==> config.mk <==
export PLATFORM = sky130hd
export DESIGN_NAME = lasg_result_flat
export DESIGN_NICKNAME = d
export VERILOG_FILES = /design/src/design/lasg_pkg.sv /design/src/design/lasg_rsp_if.sv /design/src/design/lasg_result.sv /design/src/flat_wrapper.sv
export VERILOG_INCLUDE_DIRS = /design/src /design/src/design
export SDC_FILE = /design/constraint.sdc
export NUM_CORES = 1
export LEC_CHECK = 0
export BUFFER_PORTS_ARGS = -buffer_cell sky130_fd_sc_hd__buf_2
export CELL_PAD_IN_SITES_DETAIL_PLACEMENT = 1
export CELL_PAD_IN_SITES_GLOBAL_PLACEMENT = 1
export CORE_AREA = 2 2 86 88
export DETAILED_ROUTE_END_ITERATION = 8
export DIE_AREA = 0 0 88 90
export PLACE_DENSITY_LB_ADDON = 0.1
export REMOVE_ABC_BUFFERS = 1
export SYNTH_ARGS = -nofsm -noshare
export SYNTH_HDL_FRONTEND = slang
export SYNTH_SLANG_ARGS = --single-unit
==> constraint.sdc <==
create_clock -name clock -period 2.8 [get_ports clock]
set_input_delay 0.84 -clock clock [delete_from_list [all_inputs] [get_ports clock]]
set_output_delay 0.84 -clock clock [all_outputs]
set_load 0.05 [all_outputs]
==> src/design/local_alignment_score_linear_gap_unit_assert.svh <==
// Assertion macros shared by the local alignment score unit.
// Defining NO_ASSERTIONS turns every macro into empty text.
`ifndef LOCAL_ALIGNMENT_SCORE_LINEAR_GAP_UNIT_ASSERT_SVH
`define LOCAL_ALIGNMENT_SCORE_LINEAR_GAP_UNIT_ASSERT_SVH
`ifndef NO_ASSERTIONS
// Checks that a property holds at every clock edge outside reset.
`define LASG_ASSERT(label, clk, rst, prop, msg) \
   label: assert property (@(posedge clk) disable iff (rst) prop) else $error(msg);
// Checks that a condition holds in the cycle after a trigger, outside reset.
`define LASG_ASSERT_NEXT(label, clk, rst, trig, cond, msg) \
   label: assert property (@(posedge clk) disable iff (rst) (trig) |=> (cond)) else $error(msg);
`else
`define LASG_ASSERT(label, clk, rst, prop, msg)
`define LASG_ASSERT_NEXT(label, clk, rst, trig, cond, msg)
`endif
`endif

==> src/design/lasg_pkg.sv <==
// Shared widths, codes, constants and link types of the local alignment score unit.
// No dependencies; every other file of the unit but the assertion header imports this package.
package lasg_pkg;

   localparam int unsigned QUERY_MAX_DEFAULT  = 64;
   localparam int unsigned COLUMN_MAX_DEFAULT = 16384;

   localparam int unsigned SYM_W      = 8;
   localparam int unsigned POS_W      = 6;
   localparam int unsigned SCORE_W    = 8;
   localparam int unsigned GAP_W      = 7;
   localparam int unsigned QLEN_W     = 7;
   localparam int unsigned COL_W      = 14;
   localparam int unsigned CSR_IDX_W  = 1;
   localparam int unsigned CSR_DATA_W = 7;

   // Signed working width for one cell update: score plus match bonus and sign.
   localparam int unsigned SCORE_EXT_W = SCORE_W + 2;

   localparam int unsigned COL_SAT = (2 ** COL_W) - 1;

   localparam logic signed [SCORE_EXT_W-1:0] MATCH_SCORE    = SCORE_EXT_W'(2);
   localparam logic signed [SCORE_EXT_W-1:0] MISMATCH_SCORE = SCORE_EXT_W'(-1);
   localparam logic signed [SCORE_EXT_W-1:0] SCORE_LIMIT    = SCORE_EXT_W'(255);

   localparam logic MODE_QUERY    = 1'b0;
   localparam logic MODE_DATABASE = 1'b1;

   localparam logic [CSR_IDX_W-1:0] CSR_GAP_PENALTY  = 1'b0;
   localparam logic [CSR_IDX_W-1:0] CSR_QUERY_LENGTH = 1'b1;

   localparam logic [GAP_W-1:0]  GAP_RESET  = GAP_W'(1);
   localparam logic [QLEN_W-1:0] QLEN_RESET = QLEN_W'(64);

   // One transaction as it moves down the row of cells, with the partial
   // results of its column gathered on the way.
   typedef struct packed {
      logic               valid;
      logic               mode;
      logic [SYM_W-1:0]   symbol;
      logic [POS_W-1:0]   pos;
      logic               last;
      logic [SCORE_W-1:0] up;
      logic [SCORE_W-1:0] diag;
      logic [SCORE_W-1:0] colmax;
      logic [SCORE_W-1:0] bottom;
   } lasg_link_type;

   typedef struct packed {
      logic             advance;
      logic [GAP_W-1:0] gap_penalty;
   } lasg_cell_ctrl_type;

endpackage

==> src/design/lasg_rsp_if.sv <==
// Response channel of the local alignment score unit: one result per database column.
// Depends on lasg_pkg for the field widths.
interface lasg_rsp_if import lasg_pkg::*; ();
   logic               valid;
   logic               ready;
   logic [SCORE_W-1:0] column_max;
   logic [SCORE_W-1:0] bottom_score;
   logic [SCORE_W-1:0] best_score;
   logic [COL_W-1:0]   column_index;
   logic               end_of_sequence;

   modport source (output valid, column_max, bottom_score, best_score, column_index,
                   end_of_sequence, input ready);
   modport sink (input valid, column_max, bottom_score, best_score, column_index,
                 end_of_sequence, output ready);
endinterface

==> src/design/lasg_result.sv <==
// Result stage: running best score, column counter and the response register.
// Depends on lasg_pkg, lasg_rsp_if and the assertion macro header.
`include "local_alignment_score_linear_gap_unit_assert.svh"
module lasg_result import lasg_pkg::*; #(
   parameter int unsigned COLUMN_MAX = COLUMN_MAX_DEFAULT
) (
   input  logic          clock,
   input  logic          reset,
   input  lasg_link_type link_i,
   output logic          advance,
   lasg_rsp_if.source    rsp_bus
);

   localparam int unsigned COL_LIMIT =
      ((COLUMN_MAX - 1) < COL_SAT) ? (COLUMN_MAX - 1) : COL_SAT;
   localparam logic [COL_W-1:0] COL_LIMIT_V = COL_W'(COL_LIMIT);

   logic               rsp_valid_ff;
   logic [SCORE_W-1:0] colmax_ff;
   logic [SCORE_W-1:0] bottom_ff;
   logic [SCORE_W-1:0] best_out_ff;
   logic [COL_W-1:0]   index_ff;
   logic               eos_ff;
   logic [SCORE_W-1:0] best_ff;
   logic [COL_W-1:0]   count_ff;

   logic               load_db;
   logic [SCORE_W-1:0] best_in;
   logic [COL_W-1:0]   count_in;

   assign advance = !rsp_valid_ff || rsp_bus.ready;
   assign load_db = advance && link_i.valid && (link_i.mode == MODE_DATABASE);
   assign best_in = (link_i.colmax > best_ff) ? link_i.colmax : best_ff;
   assign count_in = (count_ff < COL_LIMIT_V) ? count_ff + COL_W'(1) : count_ff;

   always_ff @(posedge clock) begin
      if (reset) begin
         rsp_valid_ff <= 1'b0;
         best_ff      <= '0;
         count_ff     <= '0;
      end else if (advance) begin
         rsp_valid_ff <= link_i.valid && (link_i.mode == MODE_DATABASE);
         if (load_db) begin
            best_ff  <= link_i.last ? '0 : best_in;
            count_ff <= link_i.last ? '0 : count_in;
         end
      end
   end

   always_ff @(posedge clock) begin
      if (load_db) begin
         colmax_ff   <= link_i.colmax;
         bottom_ff   <= link_i.bottom;
         best_out_ff <= best_in;
         index_ff    <= count_ff;
         eos_ff      <= link_i.last;
      end
   end

   assign rsp_bus.valid           = rsp_valid_ff;
   assign rsp_bus.column_max      = colmax_ff;
   assign rsp_bus.bottom_score    = bottom_ff;
   assign rsp_bus.best_score      = best_out_ff;
   assign rsp_bus.column_index    = index_ff;
   assign rsp_bus.end_of_sequence = eos_ff;

   `LASG_ASSERT(a_best_covers_column, clock, reset, rsp_bus.valid |-> (rsp_bus.best_score >= rsp_bus.column_max), "best score below column maximum")
   `LASG_ASSERT(a_bottom_in_column, clock, reset, rsp_bus.valid |-> (rsp_bus.bottom_score <= rsp_bus.column_max), "bottom score above column maximum")
   `LASG_ASSERT(a_counter_bound, clock, reset, count_ff <= COL_LIMIT_V, "column counter beyond its limit")
   `LASG_ASSERT_NEXT(a_last_clears, clock, reset, load_db && link_i.last, (count_ff == '0) && (best_ff == '0), "sequence state not cleared after last column")

endmodule

==> src/flat_wrapper.sv <==
// flat-port wrapper written by rule: the top's interface ports become plain ports
module lasg_result_flat import lasg_pkg::*;
#(
   parameter int unsigned COLUMN_MAX = COLUMN_MAX_DEFAULT
)
  (clock, reset, link_i, advance, rsp_bus_valid, rsp_bus_column_max, rsp_bus_bottom_score, rsp_bus_best_score, rsp_bus_column_index, rsp_bus_end_of_sequence, rsp_bus_ready);
  lasg_rsp_if rsp_bus_i ();
  input  logic clock;
  input  logic reset;
  input  lasg_link_type link_i;
  output logic advance;
  output wire logic [$bits(rsp_bus_i.valid)-1:0] rsp_bus_valid;
  output wire logic [$bits(rsp_bus_i.column_max)-1:0] rsp_bus_column_max;
  output wire logic [$bits(rsp_bus_i.bottom_score)-1:0] rsp_bus_bottom_score;
  output wire logic [$bits(rsp_bus_i.best_score)-1:0] rsp_bus_best_score;
  output wire logic [$bits(rsp_bus_i.column_index)-1:0] rsp_bus_column_index;
  output wire logic [$bits(rsp_bus_i.end_of_sequence)-1:0] rsp_bus_end_of_sequence;
  input wire logic [$bits(rsp_bus_i.ready)-1:0] rsp_bus_ready;
  assign rsp_bus_valid = rsp_bus_i.valid;
  assign rsp_bus_column_max = rsp_bus_i.column_max;
  assign rsp_bus_bottom_score = rsp_bus_i.bottom_score;
  assign rsp_bus_best_score = rsp_bus_i.best_score;
  assign rsp_bus_column_index = rsp_bus_i.column_index;
  assign rsp_bus_end_of_sequence = rsp_bus_i.end_of_sequence;
  assign rsp_bus_i.ready = rsp_bus_ready;
  lasg_result #(.COLUMN_MAX(COLUMN_MAX)) u_core (.clock(clock), .reset(reset), .link_i(link_i), .advance(advance), .rsp_bus(rsp_bus_i));
endmodule
; ---- Word level (Yosys, flattened, before mapping)
; Index checks and enable logic that the tools add are counted.
[totals]
out_inout_bits = 41
ff_bits = 62
wordCells = 23
[op_classes]
reduce_logical = 8
n_addsub = 1
n_mux = 4
magnitude_cmp = 2
[ops]
columns = op, n
row1 = $mux 14, 2
row2 = $mux 8, 2
row3 = $add 14x1->14 const B, 1
row4 = $lt 14x14->1 const B, 1
row5 = $gt 8x8->1, 1
row6 = $logic_and 1x1->1, 3
row7 = $reduce_and 3->1, 1
row8 = $reduce_and 2->1, 1
row9 = $reduce_bool 2->1, 1
row10 = $logic_not 1->1, 1
row11 = $logic_or 1x1->1, 1

; ---- Depth between registers and ports, before layout
[logic_depth]
word_depth = 5
depth_mapped = 8
ltp_nobuf = 7

; ---- Least setup slack after synthesis
; No wires, ideal clock.
[synth_timing]
path_type = input-to-reg
from = in link_i[9] (netlist bit)
to = reg u_core.best_out_ff[5] (netlist: u_core.rsp_bus.best_score[5]) (data pin)
arrival_time_ns = 2.260
stages = 7
slack_ns = 0.280
cell_sequence = ha_1 -> nor2b_1 -> o211ai_1 -> a21oi_1 -> o21ai_2 -> buf_6 -> mux2_2
[synth_via]
elab_chain_cells = 2
[synth_rtl]
columns = element, line
row1 = start: declaration, flat_wrapper.sv:10  ; input lasg_link_type link_i;
row2 = $gt 8x8->1, lasg_result.sv:33  ; assign best_in = (link_i.colmax > best_ff) ? link_i.colmax : best_ff;
row3 = $mux 8, lasg_result.sv:33
row4 = named net u_core.best_in[5], lasg_result.sv:28  ; logic [SCORE_W-1:0] best_in;
row5 = end signal: assignment, lasg_result.sv:54  ; best_out_ff <= best_in;
row6 = end: declaration, lasg_result.sv:21  ; logic [SCORE_W-1:0] best_out_ff;
; The timed path passes the listed nets, and every way through them passes these cells.
; A chain may end at the register's enable or synchronous reset.

; ---- Worst setup path in the final report
[layout_timing]
from = in link_i[9] (netlist bit)
to = reg u_core.best_out_ff[1] (netlist: u_core.rsp_bus.best_score[1]) (data pin)
[layout_via]
elab_chain_cells = 2
[layout_rtl]
columns = element, line
row1 = $gt 8x8->1, lasg_result.sv:33
row2 = $mux 8 *, lasg_result.sv:33
row3 = named net u_core.best_in[1], lasg_result.sv:28
; The timed path passes the listed nets; every way through them passes the cells marked *.

==> metrics <==
Site Rows=31; Crit path largest cell delay=0.35 ns; Main synth FF type=edfxtp_1; H-tree levels=3; DIE WIDTH=88 um; final period utilization=83.0%; global-route wire length before repair=between 9 and 10 mm; final setup fails=0; total setup buffers inserted after CTS=0; Synth Warn #=0; CTS sink count=62; Longest Clk Path Bufs=2; Final Hold Vio Count=0; CTS tree=done; commonest non-fill, non-tap cell in the layout=buf_2; share of the yosys chip area belonging to registers=62.7%; FF+latch area=approximately 1600 sq um; Num CTS Buffers=9; hpwl dp=3.78 mm; pwr dens=619 nW/um^2; footprint of the multi-input gates=895 sq um; cell taking the most area after synthesis=edfxtp_1; count of buffers from port buffering=62; Post-CTS Hold Buffers=0; Syn Inst Count=196; Setup Crit Path Kind=in2reg; area grow syn2layout=24.7%; filler cell count in the final layout=763; initial antenna violation count=0; fmax=~430 MHz; slew at the pin closest to its max-slew limit=between 0.4 and 0.5 ns; EDFF count, synth=39; P_leak=1.24 nW; Synth area leaders=edfxtp_1 (45%), dfxtp_1 (18%), ha_1 (4.3%); ANT cells=0; worst vdd ir=0.255 mV; Worst-Skew Late Latency=0.33 ns; CTS clk-pin slew, worst paths=about 0.070 ns; Total GRT Usage=between 10% and 20%; Clock Skew=0.00794 ns; Synth cell types=40; Post-CTS Resized=0; Synth Register Bits=just over 60; Synth top area share=around 45%; Cells after DPL=357; total grt overflow=0; WL/cell=15.1 um; chip height=90 um; largest net degree at the start of global routing=30; DR vias/cell=about 5; most frequent cells in the layout=buf_2 (62), edfxtp_1 (39), dfxtp_1 (23); Layout Cells excl Fill=373; critical path fanouts, max=9; total die area=7920 sq um; Min Clock Period, post-route=2.33 ns; Total Power=2.01 mW; nets@finish=330; Critical Path RT=between 2 and 3 ns; crit path launch type=input port; total routed wirelength=5.63 mm; core area=7020 sq um; via count=1848; worst relative slew slack=69.2%; Syn Std Cell Area=2600 sq um; first drt pass iteration count=4; status=complete, no violations; total negative slack=0 ns; crit-path cells=buf_2, ha_1, nor2b_1, o211ai_1, a21oi_1, o21ai_2, buf_4, mux2_2; CP endpoint kind=flop; Critical-path top delay cell=mux2_2; residual DRC count=0; ANT nets after route=0; GP Congestion=0.777; Hold Crit Class=reg2reg; number of global-route vias before repair=1915; share of layout cells above drive strength 1=37.2%; Avg Synthesized Cell Area=13.3 sq um; Iter 0 DRT Violations=56; Root Driver=clkbuf_8; RSZ-0062 raised after global routing=no; Slew Limit Fails=0; Worst EP arrival=2.41 ns; Post-synth ARST share=0%; Max-Cap Viols=0; I/O pin cnt=93; initial core utilization=37.1%
-- cells by family (layout without fill, tap and decap cells) --
group / Yosys count / after routing / share of synthesized area (%)
XOR/XNOR: 12 / 12 / 4.04
flip-flops: 62 / 62 / 62.7
AO/OA/AOI/OAI: 24 / 24 / 6.97
AND/OR/NAND/NOR: 63 / 63 / 15.6
adder cells (fa/ha/maj): 9 / 9 / 4.33
buffers and inverters: 18 / 96 / 2.93
multiplexers: 8 / 8 / 3.46
-- stage by stage --
step                      setup slack [ns]  utilization (%)  area, sq um  hold WS, ns
after global routing                 0.362             46.2         3240        0.528
final                                0.475             46.2         3240        0.521
after global placement               0.147             43.6         3060        0.494
after detailed placement             0.110             43.6         3060        0.499
after CTS                            0.467             46.2         3240        0.523
after floorplan                    -0.0174                -         2570        0.465
-- cells in the mapped netlist (all sizes together) (3+ instances only) --
cell type	n
inv	12
nor4	4
a21oi	7
nor3	16
nor2	14
ha	9
a221o	8
edfxtp	39
nand2	3
o21ai	4
nand4	9
xnor2	5
xor2	7
mux2	8
nand3	5
clkbuf	4
dfxtp	23
-- area by class of cell --
cell class | count | share of cell area, %
repair buffers | 68 | 11.3
flip-flops and latches | 62 | 50.3
clock buffers | 11 | 4.05
clock inverters | 5 | 1.54
inverters | 12 | 1.39
multi-input cells | 116 | 27.6
well taps | 99 | 3.82
-- path summary, 6_finish.rpt --
path	start	to	slack (ns)	cells past startpoint
worst min register to register	u_core.count_ff[3]$_SDFFE_PP0P_	u_core.rsp_bus.column_index[3]$_DFFE_PP_	0.52	0
worst min-delay path	u_core.count_ff[3]$_SDFFE_PP0P_	u_core.rsp_bus.column_index[3]$_DFFE_PP_	0.52	0
worst max-delay path	link_i[9]	u_core.rsp_bus.best_score[1]$_DFFE_PP_	0.47	8
worst max register to register	u_core.best_ff[7]$_SDFFE_PP0P_	u_core.rsp_bus.best_score[1]$_DFFE_PP_	0.72	7
-- power breakdown --
group | internal (mW) | switching, mW
Clock | 0.405 | 0.338
Sequential | 1.01 | 0.00964
Combinational | 0.0729 | 0.176
-- state kept, by name, indices dropped and copies added, names as in the netlist --
register                        flops
u_core.best_ff                      8
u_core.count_ff                    14
u_core.rsp_bus.best_score           8
u_core.rsp_bus.bottom_score         8
u_core.rsp_bus.column_index        14
u_core.rsp_bus.column_max           8
u_core.rsp_bus.end_of_sequence      1
u_core.rsp_bus.valid                1
-- worst max-delay path: cells and delay by family --
family          cells  cell delay [ns]
simple gates        1             0.13
buf+inv             2             0.33
fa+ha+maj           1             0.30
mux                 1             0.35
compound gates      3             0.45
-- metal layers --
layer	vias to the layer above	track usage, %	wire length [um]
li1	892	-	-
met1	920	19.0	2440
met2	30	25.3	2960
met3	6	4.13	157
met4	0	6.92	69
met5	-	0	0
Power figures use the tool's default switching activity.
