<file path="src/design/local_alignment_score_linear_gap_unit_assert.svh">
// Assertion macros shared by the local alignment score unit.
// Defining NO_ASSERTIONS turns every macro into empty text.
`ifndef LOCAL_ALIGNMENT_SCORE_LINEAR_GAP_UNIT_ASSERT_SVH
`define LOCAL_ALIGNMENT_SCORE_LINEAR_GAP_UNIT_ASSERT_SVH
`ifndef NO_ASSERTIONS
// Checks that a property holds at every clock edge outside reset.
`define LASG_ASSERT(label, clk, rst, prop, msg) \
   label: assert property (@(posedge clk) disable iff (rst) prop) else $error(msg);
// Checks that a condition holds in the cycle after a trigger, outside reset.
`define LASG_ASSERT_NEXT(label, clk, rst, trig, cond, msg) \
   label: assert property (@(posedge clk) disable iff (rst) (trig) |=> (cond)) else $error(msg);
`else
`define LASG_ASSERT(label, clk, rst, prop, msg)
`define LASG_ASSERT_NEXT(label, clk, rst, trig, cond, msg)
`endif
`endif

</file>
<file path="src/design/lasg_pkg.sv">
// Shared widths, codes, constants and link types of the local alignment score unit.
// No dependencies; every other file of the unit but the assertion header imports this package.
package lasg_pkg;

   localparam int unsigned QUERY_MAX_DEFAULT  = 64;
   localparam int unsigned COLUMN_MAX_DEFAULT = 16384;

   localparam int unsigned SYM_W      = 8;
   localparam int unsigned POS_W      = 6;
   localparam int unsigned SCORE_W    = 8;
   localparam int unsigned GAP_W      = 7;
   localparam int unsigned QLEN_W     = 7;
   localparam int unsigned COL_W      = 14;
   localparam int unsigned CSR_IDX_W  = 1;
   localparam int unsigned CSR_DATA_W = 7;

   // Signed working width for one cell update: score plus match bonus and sign.
   localparam int unsigned SCORE_EXT_W = SCORE_W + 2;

   localparam int unsigned COL_SAT = (2 ** COL_W) - 1;

   localparam logic signed [SCORE_EXT_W-1:0] MATCH_SCORE    = SCORE_EXT_W'(2);
   localparam logic signed [SCORE_EXT_W-1:0] MISMATCH_SCORE = SCORE_EXT_W'(-1);
   localparam logic signed [SCORE_EXT_W-1:0] SCORE_LIMIT    = SCORE_EXT_W'(255);

   localparam logic MODE_QUERY    = 1'b0;
   localparam logic MODE_DATABASE = 1'b1;

   localparam logic [CSR_IDX_W-1:0] CSR_GAP_PENALTY  = 1'b0;
   localparam logic [CSR_IDX_W-1:0] CSR_QUERY_LENGTH = 1'b1;

   localparam logic [GAP_W-1:0]  GAP_RESET  = GAP_W'(1);
   localparam logic [QLEN_W-1:0] QLEN_RESET = QLEN_W'(64);

   // One transaction as it moves down the row of cells, with the partial
   // results of its column gathered on the way.
   typedef struct packed {
      logic               valid;
      logic               mode;
      logic [SYM_W-1:0]   symbol;
      logic [POS_W-1:0]   pos;
      logic               last;
      logic [SCORE_W-1:0] up;
      logic [SCORE_W-1:0] diag;
      logic [SCORE_W-1:0] colmax;
      logic [SCORE_W-1:0] bottom;
   } lasg_link_type;

   typedef struct packed {
      logic             advance;
      logic [GAP_W-1:0] gap_penalty;
   } lasg_cell_ctrl_type;

endpackage

</file>
<file path="src/design/lasg_cell.sv">
// One cell of the systolic row: holds one query symbol and one score of the column.
// Depends on lasg_pkg for the link and control types.
module lasg_cell import lasg_pkg::*; #(
   parameter int unsigned CELL_INDEX = 0,
   parameter int unsigned LEN_W      = 7
) (
   input  logic               clock,
   input  logic               reset,
   input  lasg_cell_ctrl_type ctrl,
   input  logic [LEN_W-1:0]   active_len,
   input  lasg_link_type      link_i,
   output lasg_link_type      link_o
);

   localparam logic [LEN_W-1:0] CELL_ROW     = LEN_W'(CELL_INDEX);
   localparam bit               ADDRESSABLE  = CELL_INDEX < (2 ** POS_W);
   localparam logic [POS_W-1:0] CELL_POS     = POS_W'(CELL_INDEX);

   logic [SYM_W-1:0]   query_ff;
   logic [SCORE_W-1:0] score_ff;
   lasg_link_type      link_ff;
   lasg_link_type      link_in;

   logic                          cell_active;
   logic                          col_item;
   logic                          query_wr;
   logic signed [SCORE_EXT_W-1:0] sim;
   logic signed [SCORE_EXT_W-1:0] gap_s;
   logic signed [SCORE_EXT_W-1:0] diag_plus;
   logic signed [SCORE_EXT_W-1:0] up_gap;
   logic signed [SCORE_EXT_W-1:0] left_gap;
   logic signed [SCORE_EXT_W-1:0] best;
   logic [SCORE_W-1:0]            cell_score;

   assign cell_active = CELL_ROW < active_len;
   assign col_item    = link_i.valid && (link_i.mode == MODE_DATABASE);
   assign query_wr    = link_i.valid && (link_i.mode == MODE_QUERY) && ADDRESSABLE &&
                        (link_i.pos == CELL_POS);

   // The score stored here is still the previous column's value, so it serves as
   // the left neighbor now and as the diagonal for the cell below.
   always_comb begin
      sim       = (query_ff == link_i.symbol) ? MATCH_SCORE : MISMATCH_SCORE;
      gap_s     = $signed({3'b000, ctrl.gap_penalty});
      diag_plus = $signed({2'b00, link_i.diag}) + sim;
      up_gap    = $signed({2'b00, link_i.up}) - gap_s;
      left_gap  = $signed({2'b00, score_ff}) - gap_s;
      best      = diag_plus;
      if (up_gap > best) begin
         best = up_gap;
      end
      if (left_gap > best) begin
         best = left_gap;
      end
      if (best < 0) begin
         best = '0;
      end
      if (best > SCORE_LIMIT) begin
         best = SCORE_LIMIT;
      end
      cell_score = best[SCORE_W-1:0];
   end

   always_comb begin
      link_in      = link_i;
      link_in.diag = score_ff;
      if (cell_active && col_item) begin
         link_in.up     = cell_score;
         link_in.bottom = cell_score;
         link_in.colmax = (cell_score > link_i.colmax) ? cell_score : link_i.colmax;
      end
   end

   always_ff @(posedge clock) begin
      if (reset) begin
         link_ff  <= '0;
         score_ff <= '0;
      end else if (ctrl.advance) begin
         link_ff <= link_in;
         if (col_item) begin
            if (link_i.last) begin
               score_ff <= '0;
            end else if (cell_active) begin
               score_ff <= cell_score;
            end
         end
      end
   end

   always_ff @(posedge clock) begin
      if (ctrl.advance && query_wr) begin
         query_ff <= link_i.symbol;
      end
   end

   assign link_o = link_ff;

endmodule

</file>
<file path="config.mk">
export PLATFORM = sky130hd
export DESIGN_NAME = lasg_cell
export DESIGN_NICKNAME = d
export VERILOG_FILES = /design/src/design/local_alignment_score_linear_gap_unit_assert.svh /design/src/design/lasg_pkg.sv /design/src/design/lasg_cell.sv
export SDC_FILE = /design/constraint.sdc
export NUM_CORES = 1
export LEC_CHECK = 0
export BUFFER_PORTS_ARGS = -buffer_cell sky130_fd_sc_hd__buf_2
export CORE_MARGIN = 2
export CORE_UTILIZATION = 55
export DETAILED_ROUTE_END_ITERATION = 10
export PLACE_DENSITY_LB_ADDON = 0.15
export SLEW_MARGIN = 20
export SYNTH_ARGS = -nofsm -noshare
export SYNTH_HDL_FRONTEND = slang
export SYNTH_SLANG_ARGS = --single-unit
</file>
<file path="constraint.sdc">
create_clock -name clock -period 10.12 [get_ports clock]
set_clock_uncertainty 0.1 [all_clocks]
set_input_delay 0.506 -clock clock [delete_from_list [all_inputs] [get_ports clock]]
set_output_delay 0.506 -clock clock [all_outputs]
set_load 0.1 [all_outputs]
</file>
# [Word-level counts from Yosys, hierarchy flattened]
# Cells that the tools add are included.
[totals] ff_bits=65 word_cells=40
[classes] n_addsub=3 magnitude_cmp=6 n_eq_ne=1 n_mux=10 bitwise_logic=1 n_reduce_logical=8
[ops] op="$mux W10" count=4
[ops] op="$mux W8" count=5
[ops] op="$gt A9 B10 Y1" count=2
[ops] op="$sub A8 B7 Y9" count=2
[ops] op="$mux W16" count=1
[ops] op="$add A9 B10 Y10" count=1
[ops] op="$gt A10 B9 Y1 const B" count=1
[ops] op="$lt A10 B1 Y1 const B" count=1
[ops] op="$eq A8 B8 Y1" count=1
[ops] op="$gt A8 B8 Y1" count=1
[ops] op="$lt A1 B7 Y1 const A" count=1
[ops] op="$logic_not A6 Y1" count=1
[ops] op="$logic_and A1 B1 Y1" count=5
[ops] op="$reduce_and A3 Y1" count=1
[ops] op="$reduce_bool A2 Y1" count=1
[ops] op="$not A1 Y1" count=1

# [Logic depth before layout (Yosys ltp)]
# Gate-level depths: netlist (run 1).
[depth] word_depth=14 ltp_mapped=38 depth_no_buf=35

# [Worst setup path after synthesis (run 1)]
# Ideal clock, no wire load.
[synth_path] path_type="in2reg" start="input link_i[40] (netlist bit)" end="register link_ff, in the netlist link_o[15]" setup_ps=130 t_arrival_ps=7316 path_slack_ps=2574 path_stages=36 path_cell_list="xor2_1 -> nor4_1 -> nand2_1 -> ha_1 -> or3_1 -> o22ai_2 -> nor2_1 -> nor2_1 -> xnor2_1 -> ha_1 -> and4_1 -> and3_1 -> a211o_1 -> maj3_2 -> buf_6 -> mux2i_1 -> inv_1 -> ha_1 -> nand4_1 -> a21oi_1 -> o21ai_0 -> a31oi_1 -> or2_2 -> clkbuf_1 -> a31oi_1 -> a211o_1 -> ha_1 -> nor2b_1 -> o21a_1 -> o21a_1 -> o21bai_1 -> a21oi_1 -> clkbuf_1 -> nand3_1 -> o221ai_1 -> o22ai_1"
[synth_via] elab_chain_cells=14
[synth_rtl] item="start: declaration" line="lasg_cell.sv:11" text="input lasg_link_type link_i,"
[synth_rtl] item="$eq A8 B8 Y1 *" line="lasg_cell.sv:43" text="sim = (query_ff == link_i.symbol) ? MATCH_SCORE : MISMATCH_SCORE;"
[synth_rtl] item="$mux W10 *" line="lasg_cell.sv:43"
[synth_rtl] item="$add A9 B10 Y10 *" line="lasg_cell.sv:45" text="diag_plus = $signed({2'b00, link_i.diag}) + sim;"
[synth_rtl] item="$gt A9 B10 Y1" line="lasg_cell.sv:49" text="if (up_gap > best) begin"
[synth_rtl] item="$mux W10 *" line="lasg_cell.sv:49"
[synth_rtl] item="$gt A9 B10 Y1" line="lasg_cell.sv:52" text="if (left_gap > best) begin"
[synth_rtl] item="$mux W10 *" line="lasg_cell.sv:52"
[synth_rtl] item="$lt A10 B1 Y1" line="lasg_cell.sv:55" text="if (best < 0) begin"
[synth_rtl] item="$mux W10 *" line="lasg_cell.sv:55"
[synth_rtl] item="$gt A10 B9 Y1" line="lasg_cell.sv:58" text="if (best > SCORE_LIMIT) begin"
[synth_rtl] item="$mux W8 *" line="lasg_cell.sv:58"
[synth_rtl] item="$gt A8 B8 Y1" line="lasg_cell.sv:70" text="link_in.colmax = (cell_score > link_i.colmax) ? cell_score : link_i.colmax;"
[synth_rtl] item="$mux W8 *" line="lasg_cell.sv:70"
[synth_rtl] item="$mux W16 *" line="lasg_cell.sv:67" text="if (cell_active && col_item) begin"
[synth_rtl] item="end signal: assignment" line="lasg_cell.sv:79" text="link_ff <= link_in;"
[synth_rtl] item="end: declaration" line="lasg_cell.sv:21" text="lasg_link_type link_ff;"
# Every way passes the cells marked *; elsewhere a longest branch is shown, timed or not.
# A chain may end at the register's enable or synchronous reset.

# [Worst setup path in the final report (run 1)]
[layout_path] start="register query_ff[1]" end="register link_ff, in the netlist link_o[9]"
[layout_via] elab_chain_cells=14
[layout_rtl] item="start: declaration" line="lasg_cell.sv:19" text="logic [SYM_W-1:0] query_ff;"
[layout_rtl] item="start signal: assignment" line="lasg_cell.sv:92" text="query_ff <= link_i.symbol;"
[layout_rtl] item="$eq A8 B8 Y1 *" line="lasg_cell.sv:43"
[layout_rtl] item="$mux W10 *" line="lasg_cell.sv:43"
[layout_rtl] item="$add A9 B10 Y10 *" line="lasg_cell.sv:45"
[layout_rtl] item="$gt A9 B10 Y1" line="lasg_cell.sv:49"
[layout_rtl] item="$mux W10 *" line="lasg_cell.sv:49"
[layout_rtl] item="$gt A9 B10 Y1" line="lasg_cell.sv:52"
[layout_rtl] item="$mux W10 *" line="lasg_cell.sv:52"
[layout_rtl] item="$lt A10 B1 Y1" line="lasg_cell.sv:55"
[layout_rtl] item="$mux W10 *" line="lasg_cell.sv:55"
[layout_rtl] item="$gt A10 B9 Y1" line="lasg_cell.sv:58"
[layout_rtl] item="$mux W8 *" line="lasg_cell.sv:58"
[layout_rtl] item="$gt A8 B8 Y1" line="lasg_cell.sv:70"
[layout_rtl] item="$mux W8 *" line="lasg_cell.sv:70"
[layout_rtl] item="$mux W16 *" line="lasg_cell.sv:67"
# Marked as above.

==> results of run 1 <==
synthesized netlist by cell type, drive strengths merged, types with 2 or more instances:
master   instances  area [um^2]
dfxtp           57         1140
nor2            53          199
ha              50          626
inv             50          188
mux2i           32          333
nand2           28          105
o21ai           27          135
clkbuf          22         82.6
a21oi           19         95.1
xor2            16          140
nand2b          11         68.8
o21a            11         82.6
o32ai           10         87.6
nand3            9         45.0
xnor2            9         86.3
edfxtp           8          240
nand4b           8         70.1
nor3             8         40.0
or3              8         50.1
a211oi           7         52.6
a21o             7         52.6
nor4             7         43.8
a211o            6         52.6
a22o             6         52.6
a31oi            6         52.6
o211ai           6         45.0
a2111oi          5         43.8
nor2b            5         31.3
nor3b            5         37.5
o221ai           5         43.8
o311ai           5         43.8
and3             4         25.0
nand4            4         25.0
o22ai            3         25.0
or2              3         18.8
a32o             2         20.0
and4             2         17.5
fa               2         40.0
o211a            2         20.0
o21bai           2         15.0
o22a             2         17.5
o31ai            2         28.8
state kept, by name, indices dropped and copies added (netlist names):
name,flops
link_o,49
query_ff,8
score_ff,8
cell families (layout without fill, tap and decap cells):
kind of cell / Yosys count / count (layout) / share of synthesized area, %
flops: 65 / 65 / 29.3
mux: 32 / 32 / 7.06
simple gates: 156 / 156 / 16.6
buf+inv: 74 / 185 / 6.05
fa+ha+maj: 53 / 53 / 14.4
xor+xnor: 25 / 25 / 4.80
compound gates: 140 / 140 / 21.9
critical path, delay by kind of cell, from the launching register on:
kind	cells	cell delay (ns)
AO/OA/AOI/OAI	12	2.56
XOR/XNOR	2	0.34
adder cells (fa/ha/maj)	5	1.84
buffers and inverters	2	0.24
flip-flops	1	0.40
multiplexers	1	0.47
AND/OR/NAND/NOR	10	2.82
metrics by stage:
stage,cells,util [%]
global placement,745,64.8
detailed placement,745,64.8
global route,761,67.7
CTS,761,67.7
floorplan,545,-
finish,761,67.7
power groups by stage:
stage | clock [W] | sequential [W] | combinational (W)
4_1_cts | 0.000263 | 0.000283 | 0.000410
3_3_place_gp | 0 | 0.000289 | 0.000404
5_1_grt | 0.000271 | 0.000285 | 0.000449
2_1_floorplan | 0 | 0.000386 | 0.000218
6_report | 0.000259 | 0.000283 | 0.000417
3_5_place_dp | 0 | 0.000289 | 0.000408
layout make-up:
class / count / area (um^2) / area share [%]
repair buffers: 118 / 601 / 10.7
multi-input cells: 406 / 3050 / 54.6
well taps: 105 / 131 / 2.35
clock inverters: 5 / 83.8 / 1.50
clock buffers: 11 / 153 / 2.73
flip-flops and latches: 65 / 1380 / 24.7
inverters: 51 / 191 / 3.42
path summary, 6_finish.rpt:
kind / from / endpoint / slack (ns) / cells past startpoint
worst min register to register: link_o[24]$_SDFFE_PP0P_ / link_o[24]$_SDFFE_PP0P_ / 0.38 / 2
worst min-delay path: link_i[42] / query_ff[3]$_DFFE_PP_ / 0.28 / 1
worst max-delay path: query_ff[1]$_DFFE_PP_ / link_o[9]$_SDFFE_PP0P_ / 1.22 / 32
worst max register to register: query_ff[1]$_DFFE_PP_ / link_o[9]$_SDFFE_PP0P_ / 1.22 / 32
per-layer routing:
layer  GRT usage [%]  vias up  share of wire (%)
met5               0        -                  0
met4            5.63        0                1.5
met3            6.86       22                7.8
met2            45.8      188                 44
met1            39.8     2153                 47
li1                -     2210                  -
==> metrics.txt, run 1 <==
clock tree from TritonCTS yes; setup slack at placement 1.16 ns; final hold slack between 0.2 and 0.3 ns; final slew viol count 0; RSZ-0062 raised after global routing no; largest net degree at the start of global routing between 60 and 70; die height about 97 um; Power Dens Cells roughly 170 nW/um^2; count of cell types in the netlist 60; maximum clock rate roughly 110 MHz; hold-fix buffer count after cts 0; fraction of layout instances using a drive strength above 1 22.0%; Total GRT Usage approximately 29%; arrival time reported for the critical path endpoint about 9.0 ns; most frequent standard cell in the layout excluding fill and tap cells sky130_fd_sc_hd__buf_2; net count after synthesis between 600 and 700; drt pass-1 iters 5; wire length of the first global-routing pass ~22000 um; fraction of power spent switching nets 41.4%; category of the most critical setup path flip-flop to flip-flop; H-tree levels 3; Post-synth ARST share 0%; portion of the clock cycle consumed by the worst path in the final layout just under 90%; relative contribution of combinational cells to total power between 40% and 50%; synthesized netlist cell count around 550; floorplan die width 96.6 um; switching pwr 0.000398 W; dominant synthesized flop cell sky130_fd_sc_hd__dfxtp_1; via total after detailed routing 4573; proportion of power drawn by the clock network a little over a quarter; synthesized cell area 4720 um^2; layout net count between 700 and 800; number of buffers inserted by port buffering between 100 and 150; overall power after layout between 0.0009 and 0.001 W; fill count around 730; initial antenna violation count 0; Worst Setup End Kind flip-flop; final count of hold timing violations 0; Max-cap violations 0; peak supply drop about 0.00011 V; Slowest-stage cell, CP sky130_fd_sc_hd__nor4_1; EDFF count, synth 8; synthesis-to-finish area growth 18.5%; Placed Instance Area roughly 5400 um^2; Sequential Power Share 29.5%; post-route ant nets 0; Routed Wire Length roughly 13000 um; leakage power summed over all cells between 2 and 3 nW; number of setup buffers added after CTS 0; flip-flop and latch count after synthesis between 60 and 70; commonest cells after routing, fill and taps aside sky130_fd_sc_hd__buf_2, sky130_fd_sc_hd__dfxtp_1, sky130_fd_sc_hd__nor2_1, sky130_fd_sc_hd__inv_1, sky130_fd_sc_hd__ha_1; Setup TNS Final 0 ns; CP Launch Type flip-flop; detailed placement HPWL between 10000 and 15000 um; final setup violating endpoints 0; class of the tightest hold or removal check primary input to flip-flop; Gates resized, CTS repair 0; core region area about 8300 um^2; Max-slew headroom a little over two fifths; post-layout instance area 5590 um^2; I/O pin count approximately 120; outcome finished, final reports clean; drt drc 0; yosys synthesis warning count 0; number of buffers created by CTS 9; Starting Density ~57%; slew at the pin closest to its max-slew limit ~0.85 ns; fraction of the yosys area taken by sequential cells around 29%; setup ws final 1.22 ns; leftover overflow at the end of global routing 0; post-synthesis average cell area 8.66 um^2; number of clock sinks 65; slowest stage delay, CP ~0.52 ns; clock latency on the worst-skew pair 0.34 ns; weighted congestion at the end of routability-driven global placement around 0.96; routed wire length per instance roughly 18 um; endpoint required time on the critical path 10.22 ns; vias per cell 6.01; internal portion of total power ~0.00056 W; min Tclk post-route approximately 9 ns; via count of the first global-routing pass around 4400; number of antenna cells inserted 0; Cell Rows 33; peak fanout along the critical path 12; critical path's most frequent cell sky130_fd_sc_hd__ha_1; Clock Path Buffers 2; DRC violation total after the first TritonRoute iteration 292; clock slew seen by the registers of the worst setup and hold paths ~0.080 ns; Die Area 9330 um^2; Root Driver sky130_fd_sc_hd__clkbuf_8
Power figures use the tool's default switching activity.
==> run 2, diff against run 1 <==
RECOVER_POWER = 50   (was not set)
==> run 2 against run 1 <==
The flow now finishes with violations (max-capacitance violations, max-slew violations); core utilization decreased by 0.59 points; cell count is the same; clock power hardly changed; worst setup slack got worse by 0.12 ns; critical path type unchanged; sequential share of layout area is 0.22 points higher; largest power group unchanged.
==> metrics.txt, run 2 (synthesized netlist as in run 1, its figures left out) <==
die height 96.6 um (unchanged); final setup violating endpoints 0 (unchanged); overall power after layout 0.000957 W (was 0.000960 W); commonest cells after routing, fill and taps aside sky130_fd_sc_hd__buf_2, sky130_fd_sc_hd__dfxtp_1, sky130_fd_sc_hd__nor2_1, sky130_fd_sc_hd__inv_1, sky130_fd_sc_hd__ha_1 (unchanged); final count of hold timing violations 0 (unchanged); clock slew seen by the registers of the worst setup and hold paths 0.08 ns (about the same); Gates resized, CTS repair 0 (unchanged); endpoint required time on the critical path 10.12 ns (was 10.22 ns); worst reg2reg setup slack 1.09 ns (was 1.22 ns); leftover overflow at the end of global routing 0 (unchanged); fraction of power spent switching nets 41.5% (was 41.4%); Setup TNS Final 0 ns (unchanged); weighted congestion at the end of routability-driven global placement 0.956 (unchanged); via total after detailed routing 4569 (was 4573); fraction of layout instances using a drive strength above 1 16.3% (was 22.0%); relative contribution of combinational cells to total power 43.3% (was 43.5%); critical path's most frequent cell sky130_fd_sc_hd__ha_1 (unchanged); number of antenna cells inserted 0 (unchanged); Root Driver sky130_fd_sc_hd__clkbuf_8 (unchanged); vias per cell 6.00 (was 6.01); hold-fix buffer count after cts 0 (unchanged); Worst Setup End Kind flip-flop (unchanged); slowest stage delay, CP 0.52 ns (about the same); Slowest-stage cell, CP sky130_fd_sc_hd__nor4_1 (unchanged); category of the most critical setup path flip-flop to flip-flop (unchanged); clock latency on the worst-skew pair 0.34 ns (about the same); Cell Rows 33 (unchanged); Power Dens Cells 173 nW/um^2 (was 172 nW/um^2); fill count 758 (was 732); layout net count 769 (unchanged); Routed Wire Length 13500 um (about the same); via count of the first global-routing pass 4366 (unchanged); I/O pin count 115 (unchanged); failing checks max-capacitance violations, max-slew violations; number of flip-flops in the largest register 49 (unchanged); slew at the pin closest to its max-slew limit 3.26 ns (was 0.852 ns); CP Launch Type flip-flop (unchanged); detailed placement HPWL 10700 um (unchanged); Clock Path Buffers 2 (unchanged); portion of the clock cycle consumed by the worst path in the final layout 89.2% (was 87.9%); Worst R2R Path Depth 32 (unchanged); post-route ant nets 0 (unchanged); Max-cap violations 1 (was 0); routed wire length per instance 17.8 um (was 17.7 um); leakage power summed over all cells 2.51 nW (was 2.65 nW); number of buffers created by CTS 9 (unchanged); synthesis-to-finish area growth 17.5% (was 18.5%); arrival time reported for the critical path endpoint 9.02 ns (was 9.00 ns); DRC violation total after the first TritonRoute iteration 306 (was 292); most frequent standard cell in the layout excluding fill and tap cells sky130_fd_sc_hd__buf_2 (unchanged); number of setup buffers added after CTS 0 (unchanged); outcome finished, violations left (was finished, final reports clean); min Tclk post-route 9.03 ns (was 8.90 ns); drt drc 0 (unchanged); clock tree from TritonCTS yes (unchanged); Sequential Power Share 29.6% (was 29.5%); initial antenna violation count 0 (unchanged); final slew viol count 66 (was 0); floorplan die width 96.6 um (unchanged); peak supply drop 0.000114 V (about the same); peak fanout along the critical path 12 (unchanged); hold depth 3 (was 1); Total GRT Usage 28.6% (unchanged); largest net degree at the start of global routing 66 (unchanged); wire length of the first global-routing pass 22000 um (unchanged); internal portion of total power 0.000560 W (was 0.000562 W); drt pass-1 iters 7 (was 5); proportion of power drawn by the clock network 27.0% (about the same); core region area 8260 um^2 (unchanged); H-tree levels 3 (unchanged); RSZ-0062 raised after global routing no (unchanged); Starting Density 57.1% (unchanged); switching pwr 0.000397 W (was 0.000398 W); maximum clock rate 111 MHz (was 112 MHz); class of the tightest hold or removal check primary input to flip-flop (unchanged); Max-slew headroom -117% (was 42.7%); number of buffers inserted by port buffering 114 (unchanged); Die Area 9330 um^2 (unchanged); number of clock sinks 65 (unchanged)
-- run 2: cell types whose count changed in the layout (fill, tap and decap cells not counted), sizes merged --
cell / delta
buf: -37
clkbuf: +37
-- run 2: power by group through the flow --
stage | clock network, W | registers (W) | logic, W
2_1_floorplan | 0 | 0.000386 | 0.000218
3_3_place_gp | 0 | 0.000289 | 0.000404
3_5_place_dp | 0 | 0.000289 | 0.000408
4_1_cts | 0.000263 | 0.000283 | 0.000410
5_1_grt | 0.000271 | 0.000286 | 0.000448
6_report | 0.000259 | 0.000284 | 0.000415
-- run 2: stage by stage --
step / utilization [%] / instance area, um^2 / cells / hold WS [ns] / worst slack (ns)
global route: 67.1 / 5540 / 761 / 0.325 / 0.766
CTS: 67.7 / 5590 / 761 / 0.267 / 1.36
global placement: 64.8 / 5360 / 745 / 0.360 / 1.32
floorplan: - / 4720 / 545 / 0.347 / 2.57
finish: 67.1 / 5540 / 761 / 0.316 / 1.09
detailed placement: 64.8 / 5360 / 745 / 0.366 / 1.16
-- run 2: final timing paths --
kind / start / to
max: query_ff[1]$_DFFE_PP_ / link_o[9]$_SDFFE_PP0P_
min: link_i[38] / link_o[38]$_SDFFE_PP0P_
max reg2reg: query_ff[1]$_DFFE_PP_ / link_o[9]$_SDFFE_PP0P_
min reg2reg: link_o[2]$_SDFFE_PP0P_ / link_o[2]$_SDFFE_PP0P_
-- run 2: critical path, delay by kind of cell, from the launching register on --
family	cells	cell delay [ns]
flip-flops	1	0.40
adder cells (fa/ha/maj)	5	1.83
AND/OR/NAND/NOR	10	2.83
buffers and inverters	2	0.25
XOR/XNOR	2	0.34
multiplexers	1	0.46
AO/OA/AOI/OAI	12	2.60
-- run 2: per-layer routing --
layer / wire (um) / vias to the layer above / GRT usage, %
li1: - / 2214 / -
met1: 6280 / 2174 / 39.8
met2: 5970 / 167 / 45.8
met3: 1080 / 14 / 6.86
met4: 183 / 0 / 5.63
met5: 0 / - / 0
-- run 2: layout make-up --
class | instances | area (um^2) | area share, %
clock inverters | 5 | 83.8 | 1.51
repair buffers | 118 | 552 | 9.95
inverters | 51 | 191 | 3.45
multi-input cells | 406 | 3050 | 55.0
flip-flops and latches | 65 | 1380 | 24.9
well taps | 105 | 131 | 2.37
clock buffers | 11 | 153 | 2.75
